$ cat config.mk
export PLATFORM = sky130hd
export DESIGN_NAME = wildcard_substring_search
export DESIGN_NICKNAME = d
export VERILOG_FILES = /design/src/design/wss_pkg.sv /design/src/design/wss_dp.sv /design/src/design/wss_ctrl.sv /design/src/design/wildcard_substring_search.sv
export VERILOG_INCLUDE_DIRS = /design/src /design/src/design
export SDC_FILE = /design/constraint.sdc
export NUM_CORES = 1
export LEC_CHECK = 0
export ABC_AREA = 1
export BUFFER_PORTS_ARGS = -buffer_cell sky130_fd_sc_hd__buf_4
export CORE_UTILIZATION = 50
export DETAILED_ROUTE_END_ITERATION = 8
export PLACE_DENSITY = 0.65
export SETUP_SLACK_MARGIN = 0.4
export SLEW_MARGIN = 20
export SYNTH_ARGS = -nofsm -noshare
export SYNTH_HDL_FRONTEND = slang
export SYNTH_SLANG_ARGS = --single-unit
$ cat constraint.sdc
create_clock -name i_clk -period 39.9 [get_ports i_clk]
set_input_delay 11.97 -clock i_clk [delete_from_list [all_inputs] [get_ports i_clk]]
set_output_delay 11.97 -clock i_clk [all_outputs]
set_load 0.05 [all_outputs]
$ cat src/design/assert_macros.svh
// ----------------------------------------------------------------------------
// Assertion macros
// Clocked assertion shorthands; every user has i_clk and i_rst_n in scope.
// ----------------------------------------------------------------------------
`ifndef ASSERT_MACROS_SVH
`define ASSERT_MACROS_SVH

// plain property, checked every clock out of reset
`define ASSERT_CLK(lbl, prop, msg) \
    lbl: assert property (@(posedge i_clk) disable iff (!i_rst_n) (prop)) \
        else $error(msg);

// same-cycle implication
`define ASSERT_IMPL(lbl, ante, cons, msg) \
    lbl: assert property (@(posedge i_clk) disable iff (!i_rst_n) (ante) |-> (cons)) \
        else $error(msg);

`endif

$ cat src/design/wss_pkg.sv
// ----------------------------------------------------------------------------
// wss_pkg
// Shared types and constants of the wildcard substring search block.
// ----------------------------------------------------------------------------
`default_nettype none

package wss_pkg;

    localparam logic [7:0] WILDCARD = 8'h3F;

    typedef enum logic [1:0] {
        ACT_PATTERN = 2'd0,
        ACT_TEXT    = 2'd1,
        ACT_EOL     = 2'd2,
        ACT_NEW     = 2'd3
    } t_action;

    typedef enum logic {
        S_IDLE  = 1'b0,
        S_CHECK = 1'b1
    } t_state;

    typedef struct packed {
        logic pat_push;
        logic text_push;
        logic text_drop;
        logic check;
        logic eol;
        logic clear;
    } t_cmd;

    typedef struct packed {
        logic text_room;
    } t_status;

endpackage

`default_nettype wire

$ cat src/design/wss_dp.sv
// ----------------------------------------------------------------------------
// wss_dp
// Datapath: right-aligned pattern and text shift lines, parallel wildcard
// window compare, line and search bookkeeping, result register.
// ----------------------------------------------------------------------------
`default_nettype none
`include "assert_macros.svh"

module wss_dp #(
    parameter int PATTERN_MAX = 64,
    parameter int LINE_MAX    = 128,
    parameter int ROWS_MAX    = 128
) (
    input  wire logic             i_clk,
    input  wire logic             i_rst_n,
    input  wire wss_pkg::t_cmd    i_cmd,
    input  wire logic [7:0]       i_data_byte,
    output wss_pkg::t_status      o_status,
    output logic                  o_line_found,
    output logic [6:0]            o_line_position,
    output logic                  o_search_found,
    output logic [7:0]            o_found_row,
    output logic                  o_line_overflow
);

    localparam int PLW = $clog2(PATTERN_MAX + 1);
    localparam int CW  = $clog2(LINE_MAX);
    localparam int RW  = $clog2(ROWS_MAX + 1);

    // newest byte at index PATTERN_MAX-1 in both lines
    logic [7:0]     r_pat [PATTERN_MAX];
    logic [7:0]     r_win [PATTERN_MAX];

    logic [PLW-1:0] r_plen;
    logic [CW-1:0]  r_col;
    logic [RW-1:0]  r_row;
    logic           r_line_hit;
    logic [CW-1:0]  r_hit_col;
    logic           r_search_hit;
    logic [RW-1:0]  r_hit_row;
    logic           r_ovf;

    logic           r_o_found;
    logic [6:0]     r_o_pos;
    logic           r_o_sfound;
    logic [7:0]     r_o_row;
    logic           r_o_ovf;

    logic           w_match;
    logic           w_active;
    logic           w_hit;
    logic           w_found;
    logic           w_pat_room;
    logic [31:0]    w_pos32;
    logic [RW-1:0]  w_row_inc;
    logic [RW-1:0]  n_hit_row;
    logic [31:0]    w_row32;

    always_comb begin
        w_match = 1'b1;
        for (int i = 0; i < PATTERN_MAX; i++) begin
            if ((PATTERN_MAX - i) <= int'(r_plen)) begin
                if (r_pat[i] != r_win[i] && r_pat[i] != wss_pkg::WILDCARD &&
                    r_win[i] != wss_pkg::WILDCARD) begin
                    w_match = 1'b0;
                end
            end
        end
    end

    assign w_pat_room = 32'(r_plen) < 32'(PATTERN_MAX);
    assign w_active   = !r_search_hit && (32'(r_row) < 32'(ROWS_MAX));
    assign w_hit      = w_active && !r_line_hit && (r_plen != '0) &&
                        (32'(r_col) >= 32'(r_plen)) && w_match;
    assign w_found    = w_active && ((r_plen == '0) ? (r_col != '0) : r_line_hit);
    assign w_pos32    = (w_active && r_plen != '0 && r_line_hit) ? 32'(r_hit_col) : 32'd0;
    assign w_row_inc  = RW'(32'(r_row) + 32'd1);
    assign n_hit_row  = w_found ? w_row_inc : r_hit_row;
    assign w_row32    = 32'(n_hit_row);

    assign o_status.text_room = 32'(r_col) < 32'(LINE_MAX - 1);

    always_ff @(posedge i_clk) begin
        if (i_cmd.pat_push && w_pat_room) begin
            for (int i = 0; i < PATTERN_MAX - 1; i++) begin
                r_pat[i] <= r_pat[i + 1];
            end
            r_pat[PATTERN_MAX - 1] <= i_data_byte;
        end
        if (i_cmd.text_push) begin
            for (int i = 0; i < PATTERN_MAX - 1; i++) begin
                r_win[i] <= r_win[i + 1];
            end
            r_win[PATTERN_MAX - 1] <= i_data_byte;
        end
    end

    always_ff @(posedge i_clk) begin
        if (!i_rst_n) begin
            r_plen       <= '0;
            r_col        <= '0;
            r_row        <= '0;
            r_line_hit   <= 1'b0;
            r_hit_col    <= '0;
            r_search_hit <= 1'b0;
            r_hit_row    <= '0;
            r_ovf        <= 1'b0;
        end else if (i_cmd.clear) begin
            r_plen       <= '0;
            r_col        <= '0;
            r_row        <= '0;
            r_line_hit   <= 1'b0;
            r_hit_col    <= '0;
            r_search_hit <= 1'b0;
            r_hit_row    <= '0;
            r_ovf        <= 1'b0;
        end else if (i_cmd.eol) begin
            if (w_active) begin
                r_row <= w_row_inc;
            end
            if (w_found) begin
                r_search_hit <= 1'b1;
            end
            r_hit_row  <= n_hit_row;
            r_col      <= '0;
            r_line_hit <= 1'b0;
            r_hit_col  <= '0;
            r_ovf      <= 1'b0;
        end else begin
            if (i_cmd.pat_push && w_pat_room) begin
                r_plen <= r_plen + 1'b1;
            end
            if (i_cmd.text_push) begin
                r_col <= r_col + 1'b1;
            end
            if (i_cmd.text_drop) begin
                r_ovf <= 1'b1;
            end
            if (i_cmd.check && w_hit) begin
                r_line_hit <= 1'b1;
                r_hit_col  <= CW'(32'(r_col) - 32'(r_plen));
            end
        end
    end

    always_ff @(posedge i_clk) begin
        if (i_cmd.eol) begin
            r_o_found  <= w_found;
            r_o_pos    <= w_pos32[6:0];
            r_o_sfound <= r_search_hit | w_found;
            r_o_row    <= w_row32[7:0];
            r_o_ovf    <= r_ovf;
        end
    end

    assign o_line_found    = r_o_found;
    assign o_line_position = r_o_pos;
    assign o_search_found  = r_o_sfound;
    assign o_found_row     = r_o_row;
    assign o_line_overflow = r_o_ovf;

    `ASSERT_IMPL(a_hit_needs_pattern, r_line_hit, (r_plen != '0) && (r_hit_col < r_col),
        "line hit without a pattern or past the kept bytes")
    `ASSERT_IMPL(a_search_hit_row, r_search_hit, (r_hit_row != '0) && (r_hit_row <= r_row),
        "search hit with an invalid row")

endmodule

`default_nettype wire

$ cat src/design/wss_ctrl.sv
// ----------------------------------------------------------------------------
// wss_ctrl
// Controller: decodes accepted transactions into datapath commands, runs the
// compare cycle after each kept text byte, owns the result valid flag.
// ----------------------------------------------------------------------------
`default_nettype none
`include "assert_macros.svh"

module wss_ctrl (
    input  wire logic              i_clk,
    input  wire logic              i_rst_n,
    input  wire logic              i_in_valid,
    input  wire logic [1:0]        i_action,
    output logic                   o_in_stall,
    output logic                   o_out_valid,
    input  wire logic              i_out_stall,
    input  wire wss_pkg::t_status  i_status,
    output wss_pkg::t_cmd          o_cmd
);

    wss_pkg::t_state r_state;
    wss_pkg::t_state n_state;
    logic            r_out_valid;
    logic            n_out_valid;
    logic            w_accept;

    assign w_accept = i_in_valid && !o_in_stall;

    always_ff @(posedge i_clk) begin
        if (!i_rst_n) begin
            r_state     <= wss_pkg::S_IDLE;
            r_out_valid <= 1'b0;
        end else begin
            r_state     <= n_state;
            r_out_valid <= n_out_valid;
        end
    end

    always_comb begin
        n_state = r_state;
        case (r_state)
            wss_pkg::S_IDLE: begin
                if (w_accept && i_action == wss_pkg::ACT_TEXT && i_status.text_room) begin
                    n_state = wss_pkg::S_CHECK;
                end
            end
            wss_pkg::S_CHECK: begin
                n_state = wss_pkg::S_IDLE;
            end
            default: begin
                n_state = wss_pkg::S_IDLE;
            end
        endcase
    end

    always_comb begin
        o_cmd      = '0;
        o_in_stall = (r_state == wss_pkg::S_CHECK) ||
                     (i_action == wss_pkg::ACT_EOL && r_out_valid && i_out_stall);
        case (r_state)
            wss_pkg::S_IDLE: begin
                if (w_accept) begin
                    case (wss_pkg::t_action'(i_action))
                        wss_pkg::ACT_PATTERN: o_cmd.pat_push = 1'b1;
                        wss_pkg::ACT_TEXT: begin
                            o_cmd.text_push = i_status.text_room;
                            o_cmd.text_drop = !i_status.text_room;
                        end
                        wss_pkg::ACT_EOL: o_cmd.eol   = 1'b1;
                        wss_pkg::ACT_NEW: o_cmd.clear = 1'b1;
                        default: o_cmd = '0;
                    endcase
                end
            end
            wss_pkg::S_CHECK: begin
                o_cmd.check = 1'b1;
            end
            default: begin
                o_cmd = '0;
            end
        endcase
    end

    assign n_out_valid = o_cmd.eol || (r_out_valid && i_out_stall);
    assign o_out_valid = r_out_valid;

    `ASSERT_CLK(a_cmd_onehot, $onehot0(o_cmd), "more than one datapath command")
    `ASSERT_IMPL(a_check_follows_text, r_state == wss_pkg::S_CHECK, $past(o_cmd.text_push),
        "compare cycle without a kept text byte")
    `ASSERT_IMPL(a_no_result_overrun, o_cmd.eol, !r_out_valid || !i_out_stall,
        "end of line taken while result register is held")

endmodule

`default_nettype wire

$ cat src/design/wildcard_substring_search.sv
// ----------------------------------------------------------------------------
// wildcard_substring_search
// Pattern byte, dropped text byte and new search: taken without a compare state.
// Kept text byte: shift into the window, then the full-width compare in the check state.
// End of line: stalled while the previous result is still held or a compare runs.
// Result is valid the cycle after the end-of-line transaction, one per line.
// Reset (sync, active low) clears control state; byte stores are not cleared.
// ----------------------------------------------------------------------------
`default_nettype none

module wildcard_substring_search #(
    parameter int PATTERN_MAX = 64,
    parameter int LINE_MAX    = 128,
    parameter int ROWS_MAX    = 128
) (
    input  wire logic        i_clk,
    input  wire logic        i_rst_n,
    input  wire logic        i_valid,
    output logic             o_stall,
    input  wire logic [1:0]  i_action,
    input  wire logic [7:0]  i_data_byte,
    output logic             o_valid,
    input  wire logic        i_stall,
    output logic             o_line_found,
    output logic [6:0]       o_line_position,
    output logic             o_search_found,
    output logic [7:0]       o_found_row,
    output logic             o_line_overflow
);

    wss_pkg::t_cmd    w_cmd;
    wss_pkg::t_status w_status;

    wss_ctrl u_ctrl (
        .i_clk       (i_clk),
        .i_rst_n     (i_rst_n),
        .i_in_valid  (i_valid),
        .i_action    (i_action),
        .o_in_stall  (o_stall),
        .o_out_valid (o_valid),
        .i_out_stall (i_stall),
        .i_status    (w_status),
        .o_cmd       (w_cmd)
    );

    wss_dp #(
        .PATTERN_MAX (PATTERN_MAX),
        .LINE_MAX    (LINE_MAX),
        .ROWS_MAX    (ROWS_MAX)
    ) u_dp (
        .i_clk           (i_clk),
        .i_rst_n         (i_rst_n),
        .i_cmd           (w_cmd),
        .i_data_byte     (i_data_byte),
        .o_status        (w_status),
        .o_line_found    (o_line_found),
        .o_line_position (o_line_position),
        .o_search_found  (o_search_found),
        .o_found_row     (o_found_row),
        .o_line_overflow (o_line_overflow)
    );

endmodule

`default_nettype wire

==> impl_metrics.env, run 1 <==
export IMPL_critical_path_startpoint_type="input port"
export IMPL_regToRegStartpoint="u_dp.r_plen[6]$_SDFFE_PP0P_"
export IMPL_leakage_nw=17.1
export IMPL_fin_skew_ns=0.0224
export IMPL_grt_pass1_vias=25100
export IMPL_ctsLongestPathBuffers=3
export IMPL_max_stage_delay_ns=0.30
export IMPL_cts_sink_count=1084
export IMPL_crit_path_frequent_cell="sky130_fd_sc_hd__buf_4"
export IMPL_cp_startpoint="i_action[1]"
export IMPL_yosysWarningCount=0
export IMPL_final_layout_size_suffix_gt1_frac=0.0651
export IMPL_worst_setup_path_endpoint="o_stall"
export IMPL_areaGrowthSynthToFinish_pct=12.5
export IMPL_rows=109
export IMPL_route_detailed_vias_per_inst=5.18
export IMPL_place_hpwl_mm=59.1
export IMPL_setup_violations_final=0
export IMPL_core_um2=88200
export IMPL_dr_pass1_iters=6
export IMPL_synth_edf_count=1042
export IMPL_worst_path_max_fanout=5
export IMPL_synth_area_leader_cell="sky130_fd_sc_hd__edfxtp_1"
export IMPL_finish_utilization=0.567
export IMPL_end_kind="output port"
export IMPL_cts_repair_resize_count=0
export IMPL_synth_register_bits=1084
export IMPL_grt_setup_unrepaired="no"
export IMPL_synth_area_leaders="sky130_fd_sc_hd__edfxtp_1 70%, sky130_fd_sc_hd__xnor2_1 8.1%, sky130_fd_sc_hd__nand2_1 7.8%"
export IMPL_worstSetupPathType="in -> out"
export IMPL_design_die_area_um2=90200
export IMPL_yosys_cell_types_count=40
export IMPL_clock_latency_ns=0.68
export IMPL_hold_class="reg -> reg"
export IMPL_synth_area_per_cell_um2=12.6
export IMPL_chipHeight_um=300
export IMPL_detailedRoute_firstIterationViolations=1961
export IMPL_worst_ir_drop_vdd_v=0.0000443
export IMPL_async_flop_share=0
export IMPL_drv_cap=0
export IMPL_starting_density_of_the_core=0.505
export IMPL_clock_tree_htree_level_count=3
export IMPL_totalWireLength_mm=87.8
export IMPL_powerDensity_nw_per_um2=48.0
export IMPL_detailroute_via_count=25600
export IMPL_synth_cell_count_leaders="1042 x sky130_fd_sc_hd__edfxtp_1, 921 x sky130_fd_sc_hd__nand2_1, 449 x sky130_fd_sc_hd__nor2_1, 413 x sky130_fd_sc_hd__xnor2_1, 179 x sky130_fd_sc_hd__inv_1"
export IMPL_cts_inserted_buffers=110
export IMPL_antenna_violations_before_repair=1
export IMPL_drc=0
export IMPL_io_pins=34
export IMPL_grt_first_pass_wirelength_mm=137
export IMPL_final_max_slew_violation_count=0
export IMPL_place_congestion=0.870
export IMPL_final_net_count=3709
export IMPL_status="complete, no violations"
export IMPL_worstReg2RegEnd="u_dp.r_pat[13][0]$_DFFE_PP_"
export IMPL_worst_path_cell_trace="buf_4 -> inv_1 -> o31ai_1 -> buf_4"
export IMPL_period_minus_slack_ns=24.64
export IMPL_globalRouteTotalUtil=0.197
export IMPL_timing_critical_path_arrival_ns=12.67
export IMPL_post_synth_instance_area_um2=44500
export IMPL_postSynthNetCount=3559
export IMPL_worstMarginPinSlew_ns=1.06
export IMPL_placement_io_buffers=33
export IMPL_syn_inst=3530
export IMPL_tritoncts_clock_tree="built"
export IMPL_cts_root_buf="sky130_fd_sc_hd__clkbuf_16"
export IMPL_ys_dominant_reg_cell="sky130_fd_sc_hd__edfxtp_1"
export IMPL_crit_slowest_cell="sky130_fd_sc_hd__o31ai_1"
export IMPL_grt_max_degree=162
export IMPL_finalHoldViolations=0
export IMPL_average_wire_length_per_cell_after_detail_routing_um=17.8
export IMPL_cts_hold_repair_buffers=0
export IMPL_synth_seq_area_share=0.722
export IMPL_yosys_area_top_type_share=0.703
export IMPL_global_route_overflow_total=0
export IMPL_fmax_mhz=40.6
export IMPL_cts_setup_buffers=0
export IMPL_fp_dieW_um=300
export IMPL_min_period_over_period=0.618
export IMPL_worst_r2r_path_depth=5
export IMPL_setup_total_negative_slack_ns=0
export IMPL_r2r_slack_ns=35.42
export IMPL_worst_slew_margin_rel=0.289
export IMPL_crit_required_ns=27.93
export IMPL_postRouteAntennaNets=0
export IMPL_reg_clk_slew_reported_paths_ns=0.06
export IMPL_yosys_cell_count_top_type="sky130_fd_sc_hd__edfxtp_1"
## report_power, final
part | switching, W | total [W] | internal [W]
logic | 0.0000395 | 0.0000592 | 0.0000197
clock network | 0.000434 | 0.00106 | 0.000624
registers | 0.0000199 | 0.00129 | 0.00127
## critical path, delay by kind of cell
kind | cells | cell delay, ns
buffers and inverters | 3 | 0.40
AOI/OAI and AO/OA | 1 | 0.30
## worst min-delay path by stage
stage          depth (start not counted)  slack (ns)                             end                      startpoint
4_1_cts                                2        0.45  u_dp.r_hit_row[7]$_SDFFE_PP0P_  u_dp.r_hit_row[7]$_SDFFE_PP0P_
6_report                               2        0.45  u_dp.r_hit_row[7]$_SDFFE_PP0P_  u_dp.r_hit_row[7]$_SDFFE_PP0P_
3_5_place_dp                           2        0.44  u_dp.r_hit_row[7]$_SDFFE_PP0P_  u_dp.r_hit_row[7]$_SDFFE_PP0P_
2_1_floorplan                          0        0.41  u_dp.o_line_overflow$_DFFE_PP_         u_dp.r_ovf$_SDFFE_PP0P_
5_1_grt                                2        0.48  u_dp.r_hit_row[7]$_SDFFE_PP0P_  u_dp.r_hit_row[7]$_SDFFE_PP0P_
3_3_place_gp                           2        0.43  u_dp.r_hit_row[7]$_SDFFE_PP0P_  u_dp.r_hit_row[7]$_SDFFE_PP0P_
## metal layers
layer,GRT usage,vias to the layer above,wire length (um)
li1,-,12400,-
met1,0.269,12400,38700
met2,0.328,637,42900
met3,0.0309,127,4430
met4,0.0514,0,1770
met5,0,-,0
## cells in the final DEF, fill, tap and decap left out, drive strengths merged, types with 42 or more instances in the layout
cell / instances
nand4: 87
edfxtp: 1042
inv: 190
buf: 47
clkinv: 55
nor2: 454
nand3: 98
clkbuf: 123
dfxtp: 42
xnor2: 413
xor2: 56
nor3: 107
nand2: 924
## sequential cells by signal (all words and copies together) (netlist names)
signal                cells
u_dp.r_pat              512
u_dp.r_win              512
u_dp.o_found_row          8
u_dp.r_hit_row            8
u_dp.r_row                8
u_dp.o_line_position      7
u_dp.r_col                7
u_dp.r_hit_col            7
u_dp.r_plen               7
u_ctrl.o_out_valid        1
u_ctrl.r_state            1
u_dp.o_line_found         1
u_dp.o_line_overflow      1
u_dp.o_search_found       1
u_dp.r_line_hit           1
u_dp.r_ovf                1
u_dp.r_search_hit         1
## through the flow
step	cells	power (W)	cell area, um^2	hold slack, ns	setup WS [ns]
final	4943	0.00240	50100	0.449	15.26
after CTS	4942	0.00242	50100	0.452	15.26
after detailed placement	4733	0.00137	46300	0.443	15.26
after global placement	4733	0.00137	46300	0.435	15.26
after floorplan	3530	0.00137	44500	0.409	2.04
after global routing	4942	0.00247	50100	0.477	15.16
## cell type report
type,count,area (um^2)
clock buffers,123,2800
flip-flops and latches,1084,32100
clock inverters,86,951
well taps,1165,1460
inverters,186,706
repair buffers,47,365
diodes,1,2.50
fillers,7028,38200
multi-input cells,2251,11700
## cell families after synthesis
group	after synthesis	synth area share
buffers and inverters	195	0.0168
and+or+nand+nor	1680	0.154
xor gates and xnor gates	469	0.0923
adders and majority gates	15	0.00438
DFF	1084	0.722
AOI/OAI and AO/OA	87	0.0109
Power figures use the tool's default switching activity.
==> run 2, diff against run 1 <==
clock period = 22.7 ns   (was 39.9 ns; I/O delays follow)
==> impl_metrics.env, run 2 (synthesis gave the netlist of run 1 again) <==
export IMPL_hold_class="reg -> reg"
export IMPL_tritoncts_clock_tree="built"
export IMPL_detailroute_via_count=25500
export IMPL_worst_hold_path_endpoint="u_dp.r_hit_row[7]$_SDFFE_PP0P_"
export IMPL_worst_path_cell_trace="buf_4 -> inv_1 -> o31ai_1 -> buf_4"
export IMPL_cts_inserted_buffers=109
export IMPL_worst_ir_drop_vdd_v=0.0000819
export IMPL_postRouteAntennaNets=0
export IMPL_cts_hold_repair_buffers=0
export IMPL_worst_path_max_fanout=5
export IMPL_average_wire_length_per_cell_after_detail_routing_um=17.8
export IMPL_layout_cells_most_common="sky130_fd_sc_hd__edfxtp_1"
export IMPL_starting_density_of_the_core=0.505
export IMPL_areaGrowthSynthToFinish_pct=12.1
export IMPL_leakage_nw=17.1
export IMPL_critical_path_startpoint_type="input port"
export IMPL_final_net_count=3704
export IMPL_final_layout_size_suffix_gt1_frac=0.0614
export IMPL_worst_slew_margin_rel=0.257
export IMPL_worstHoldStart="u_dp.r_hit_row[7]$_SDFFE_PP0P_"
export IMPL_min_period_over_period=0.632
export IMPL_chipHeight_um=300
export IMPL_max_stage_delay_ns=0.32
export IMPL_largest_registers="u_dp.r_pat (512), u_dp.r_win (512)"
export IMPL_worstReg2RegEnd="u_dp.r_pat[9][13]$_DFFE_PP_"
export IMPL_grt_first_pass_wirelength_mm=138
export IMPL_grt_pass1_vias=25400
export IMPL_setup_violations_final=0
export IMPL_crit_slowest_cell="sky130_fd_sc_hd__o31ai_1"
export IMPL_fp_dieW_um=300
export IMPL_fmax_mhz=69.7
export IMPL_cts_root_buf="sky130_fd_sc_hd__clkbuf_16"
export IMPL_totalWireLength_mm=87.8
export IMPL_antenna_violations_before_repair=0
export IMPL_powerDensity_nw_per_um2=83.1
export IMPL_final_cell_mix="1042 x sky130_fd_sc_hd__edfxtp_1, 921 x sky130_fd_sc_hd__nand2_1, 448 x sky130_fd_sc_hd__nor2_1"
export IMPL_globalRouteTotalUtil=0.197
export IMPL_global_route_overflow_total=0
export IMPL_detailedRoute_firstIterationViolations=2101
export IMPL_clock_latency_ns=0.68
export IMPL_period_minus_slack_ns=14.34
export IMPL_cts_setup_buffers=0
export IMPL_crit_required_ns=15.89
export IMPL_clock_tree_htree_level_count=3
export IMPL_finalHoldViolations=0
export IMPL_layout_setup_ws_ns=8.36
export IMPL_worstSetupPathType="in -> out"
export IMPL_final_max_slew_violation_count=0
export IMPL_crit_buf_inv=3
export IMPL_dr_pass1_iters=5
export IMPL_regToRegStartpoint="u_dp.r_plen[6]$_SDFFE_PP0P_"
export IMPL_fin_skew_ns=0.0316
export IMPL_worstMarginPinSlew_ns=1.11
export IMPL_family_with_the_most_delay_on_the_worst_path="buffers and inverters"
export IMPL_rows=109
export IMPL_reg_clk_slew_reported_paths_ns=0.06
export IMPL_timing_critical_path_arrival_ns=7.53
export IMPL_placement_io_buffers=33
export IMPL_core_um2=88200
export IMPL_insertedDiodeCount=0
export IMPL_end_kind="output port"
export IMPL_place_worst_setup_slack_ns=8.38
export IMPL_grt_max_degree=197
export IMPL_drc=0
export IMPL_place_congestion=0.874
export IMPL_ctsLongestPathBuffers=3
export IMPL_worst_r2r_path_depth=5
export IMPL_place_hpwl_mm=58.7
export IMPL_status="complete, no violations"
export IMPL_cts_sink_count=1084
export IMPL_worstHoldPathCells=2
export IMPL_io_pins=34
export IMPL_cts_repair_resize_count=0
export IMPL_drv_cap=0
export IMPL_crit_path_frequent_cell="sky130_fd_sc_hd__buf_4"
export IMPL_r2r_slack_ns=18.22
export IMPL_route_detailed_vias_per_inst=5.18
export IMPL_grt_setup_unrepaired="no"
export IMPL_design_die_area_um2=90200
export IMPL_setup_total_negative_slack_ns=0
-- run 2: worst reg2reg max path: stages (launching register included) --
cell and delay [ns]:
sky130_fd_sc_hd__dfxtp_1 0.48, sky130_fd_sc_hd__inv_2 0.35, sky130_fd_sc_hd__nand4_1 0.60, sky130_fd_sc_hd__clkinv_8 0.76, sky130_fd_sc_hd__buf_4 0.95, sky130_fd_sc_hd__buf_4 0.89
-- run 2: worst max path at each step --
stage / from / to / cells past startpoint
global route: i_action[1] / o_stall / 4
CTS: i_action[1] / o_stall / 4
global placement: i_action[1] / o_stall / 4
detailed placement: i_action[1] / o_stall / 4
floorplan: i_action[1] / u_dp.r_plen[4]$_SDFFE_PP0P_ / 8
finish: i_action[1] / o_stall / 4
-- run 2: through the flow --
stage                     instances  total power [W]   util  hold WS, ns  area [um^2]
final                          4930          0.00414  0.565        0.454        49900
after CTS                      4930          0.00418  0.565        0.455        49900
after global placement         4729          0.00241  0.525        0.436        46300
after detailed placement       4729          0.00241  0.525        0.446        46300
after floorplan                3530          0.00239      -        0.409        44500
after global routing           4930          0.00427  0.565        0.485        49900
-- run 2: per-layer routing --
layer	track usage	vias to the layer above	wire length (um)
met5	0	-	0
met4	0.0519	0	1820
met3	0.0294	136	4070
met2	0.332	585	43200
met1	0.269	12400	38800
li1	-	12400	-
-- run 2: cell type report --
| class | instances | area [um^2] |
|---|---|---|
| Clock buffer | 139 | 3000 |
| Clock inverter | 62 | 586 |
| Fill cell | 6960 | 38300 |
| Inverter | 186 | 711 |
| Multi-Input combinational cell | 2251 | 11700 |
| Sequential cell | 1084 | 32100 |
| Tap cell | 1165 | 1460 |
| Timing Repair Buffer | 43 | 360 |
-- run 2: power by group --
group          internal, W  switching [W]  leakage, nW
Sequential         0.00223      0.0000352         9.15
Clock              0.00104       0.000744         1.74
Combinational    0.0000346      0.0000694         6.16
Total              0.00330       0.000848         17.1
==> run 3, diff against run 2 <==
ABC_AREA = 0   (was 1)
clock period = 13.95 ns   (was 22.7 ns; I/O delays follow)
==> impl_metrics.env, run 3 <==
export IMPL_status="complete, no violations"
export IMPL_place_detailed_instances=3767
export IMPL_insertedDiodeCount=0
export IMPL_largest_registers="u_dp.r_pat (512), u_dp.r_win (512)"
export IMPL_synth_edf_count=1042
export IMPL_drv_cap=0
export IMPL_detailedRoute_firstIterationViolations=2276
export IMPL_drc=0
export IMPL_worst_ir_drop_vdd_v=0.000110
export IMPL_regToRegStartpoint="u_dp.r_plen[0]$_SDFFE_PP0P_"
export IMPL_crit_slowest_cell="sky130_fd_sc_hd__a31o_2"
export IMPL_ctsLongestPathBuffers=3
export IMPL_worst_path_max_fanout=4
export IMPL_ys_dominant_reg_cell="sky130_fd_sc_hd__edfxtp_1"
export IMPL_yosys_cell_types_count=61
export IMPL_p_total_w=0.00669
export IMPL_layout_cells_most_common="sky130_fd_sc_hd__edfxtp_1"
export IMPL_hold_class="reg -> reg"
export IMPL_synth_register_bits=1084
export IMPL_power_frac_comb=0.022
export IMPL_critical_path_startpoint_type="input port"
export IMPL_worstMarginPinSlew_ns=1.06
export IMPL_detailroute_via_count=23000
export IMPL_filler_cell_count=6405
export IMPL_synth_area_per_cell_um2=16.3
export IMPL_reg_clk_slew_reported_paths_ns=0.06
export IMPL_dr_pass1_iters=6
export IMPL_worst_path_cell_trace="buf_4 -> nor2b_1 -> a31o_2 -> buf_4"
export IMPL_areaGrowthSynthToFinish_pct=12.2
export IMPL_final_net_count=2771
export IMPL_end_kind="output port"
export IMPL_clock_latency_ns=0.67
export IMPL_cts_repair_resize_count=0
export IMPL_totalWireLength_mm=91.0
export IMPL_grt_setup_unrepaired="no"
export IMPL_power_share_clock=0.422
export IMPL_sequentialPowerShare=0.556
export IMPL_finalHoldViolations=0
export IMPL_cts_setup_buffers=0
export IMPL_async_flop_share=0
export IMPL_min_period_over_period=0.651
export IMPL_tritoncts_clock_tree="built"
export IMPL_cts_sink_count=1084
export IMPL_place_hpwl_mm=61.9
export IMPL_timing_critical_path_arrival_ns=4.89
export IMPL_yosysWarningCount=0
export IMPL_core_um2=84000
export IMPL_syn_inst=2612
export IMPL_globalRouteTotalUtil=0.213
export IMPL_finish_utilization=0.568
export IMPL_cts_hold_repair_buffers=0
export IMPL_route_detailed_vias_per_inst=5.80
export IMPL_worstSetupPathType="in -> out"
export IMPL_net_switching_power_w=0.00135
export IMPL_crit_required_ns=9.76
export IMPL_detailed_place_area_um2=44300
export IMPL_powerDensity_nw_per_um2=140
export IMPL_synth_cell_count_leaders="1042 x sky130_fd_sc_hd__edfxtp_1, 389 x sky130_fd_sc_hd__xor2_1, 225 x sky130_fd_sc_hd__nor4_1, 184 x sky130_fd_sc_hd__nand2_1, 175 x sky130_fd_sc_hd__nand4_1"
export IMPL_final_layout_size_suffix_gt1_frac=0.0796
export IMPL_cp_startpoint="i_action[1]"
export IMPL_fin_skew_ns=0.0200
export IMPL_finish_instance_area_um2=47700
export IMPL_max_stage_delay_ns=0.25
export IMPL_grt_max_degree=197
export IMPL_fp_dieW_um=294
export IMPL_worst_slew_margin_rel=0.283
export IMPL_synth_area_leaders="sky130_fd_sc_hd__edfxtp_1 74%, sky130_fd_sc_hd__xor2_1 8.0%, sky130_fd_sc_hd__nor4_1 3.3%"
export IMPL_final_cell_mix="1042 x sky130_fd_sc_hd__edfxtp_1, 389 x sky130_fd_sc_hd__xor2_1, 225 x sky130_fd_sc_hd__nor4_1"
export IMPL_swShare=0.202
export IMPL_leakage_nw=15.1
export IMPL_starting_density_of_the_core=0.507
export IMPL_rows=106
export IMPL_synth_area_leader_cell="sky130_fd_sc_hd__edfxtp_1"
export IMPL_cell_internal_pwr_w=0.00534
export IMPL_postRouteAntennaNets=0
export IMPL_io_pins=34
export IMPL_setup_violations_final=0
export IMPL_cts_root_buf="sky130_fd_sc_hd__clkbuf_16"
export IMPL_fmax_mhz=110
export IMPL_place_congestion=0.906
export IMPL_average_wire_length_per_cell_after_detail_routing_um=23.0
export IMPL_yosys_area_top_type_share=0.736
export IMPL_period_minus_slack_ns=9.08
export IMPL_antenna_violations_before_repair=1
export IMPL_r2r_slack_ns=9.32
export IMPL_placement_io_buffers=33
export IMPL_post_synth_instance_area_um2=42500
export IMPL_global_route_overflow_total=0
export IMPL_stdcell_count=3960
export IMPL_final_max_slew_violation_count=0
export IMPL_chipHeight_um=294
export IMPL_design_die_area_um2=86300
export IMPL_cts_inserted_buffers=106
export IMPL_grt_first_pass_wirelength_mm=140
export IMPL_worstHoldStart="u_dp.r_ovf$_SDFFE_PP0P_"
export IMPL_postSynthNetCount=2641
export IMPL_crit_path_frequent_cell="sky130_fd_sc_hd__buf_4"
export IMPL_synth_seq_area_share=0.755
export IMPL_yosys_cell_count_top_type="sky130_fd_sc_hd__edfxtp_1"
export IMPL_clock_tree_htree_level_count=3
export IMPL_grt_pass1_vias=23100
[run 3: changes by cell type in the layout (fill, tap and decap cells not counted), moves of 164 or more]
cell	delta
sky130_fd_sc_hd__nor4_1	+223
sky130_fd_sc_hd__xor2_1	+333
sky130_fd_sc_hd__xnor2_1	-266
sky130_fd_sc_hd__nor2_1	-379
sky130_fd_sc_hd__inv_1	-164
sky130_fd_sc_hd__nand2_1	-737
[run 3: worst max-delay path: cells and delay by family]
kind                   cells  cell delay [ns]
AOI/OAI and AO/OA          1             0.25
buffers and inverters      2             0.32
and+or+nand+nor            1             0.14
[run 3: final timing paths]
path,endpoint,cells past startpoint
setup / recovery,o_stall,4
hold / removal,u_dp.o_line_overflow$_DFFE_PP_,0
setup reg to reg,u_dp.r_hit_col[2]$_SDFFE_PP0P_,10
hold reg to reg,u_dp.o_line_overflow$_DFFE_PP_,0
[run 3: layout make-up]
| class | instances | area [um^2] | area share |
|---|---|---|---|
| inverters | 14 | 52.6 | 0.00110 |
| repair buffers | 52 | 448 | 0.00939 |
| multi-input cells | 1484 | 10200 | 0.214 |
| clock buffers | 130 | 2850 | 0.0597 |
| flip-flops and latches | 1084 | 32100 | 0.673 |
| clock inverters | 62 | 586 | 0.0123 |
| well taps | 1134 | 1420 | 0.0297 |
[run 3: kinds of logic (layout without fill, tap and decap cells)]
| kind of cell | count (synthesis) | after routing | share of synthesized area |
|---|---|---|---|
| flip-flops | 1084 | 1084 | 0.755 |
| multiplexers | 13 | 13 | 0.00309 |
| adder cells (fa/ha/maj) | 15 | 15 | 0.00459 |
| AND/OR/NAND/NOR | 750 | 750 | 0.0957 |
| buffers and inverters | 44 | 258 | 0.00471 |
| AO/OA/AOI/OAI | 170 | 170 | 0.0263 |
| XOR/XNOR | 536 | 536 | 0.110 |
[run 3: power by group through the flow]
stage | sequential, W | clock, W | combinational [W]
after floorplan | 0.00380 | 0 | 0.000102
after global placement | 0.00378 | 0 | 0.000144
after detailed placement | 0.00379 | 0 | 0.000148
after CTS | 0.00372 | 0.00288 | 0.000149
after global routing | 0.00373 | 0.00300 | 0.000163
final | 0.00372 | 0.00283 | 0.000147
[run 3: per-layer routing]
layer,global-route usage,up-vias,part of all wire
li1,-,10400,-
met1,0.288,11600,0.43
met2,0.350,718,0.49
met3,0.0376,166,0.062
met4,0.0687,2,0.028
met5,0,-,0.00014
[run 3: per-stage QoR]
step / hold WS, ns / setup WS [ns] / TNS (ns)
finish: 0.444 / 4.87 / 0
global route: 0.460 / 4.85 / 0
CTS: 0.445 / 4.87 / 0
detailed placement: 0.453 / 4.87 / 0
global placement: 0.435 / 4.87 / 0
floorplan: 0.409 / -7.86 / -3709.92
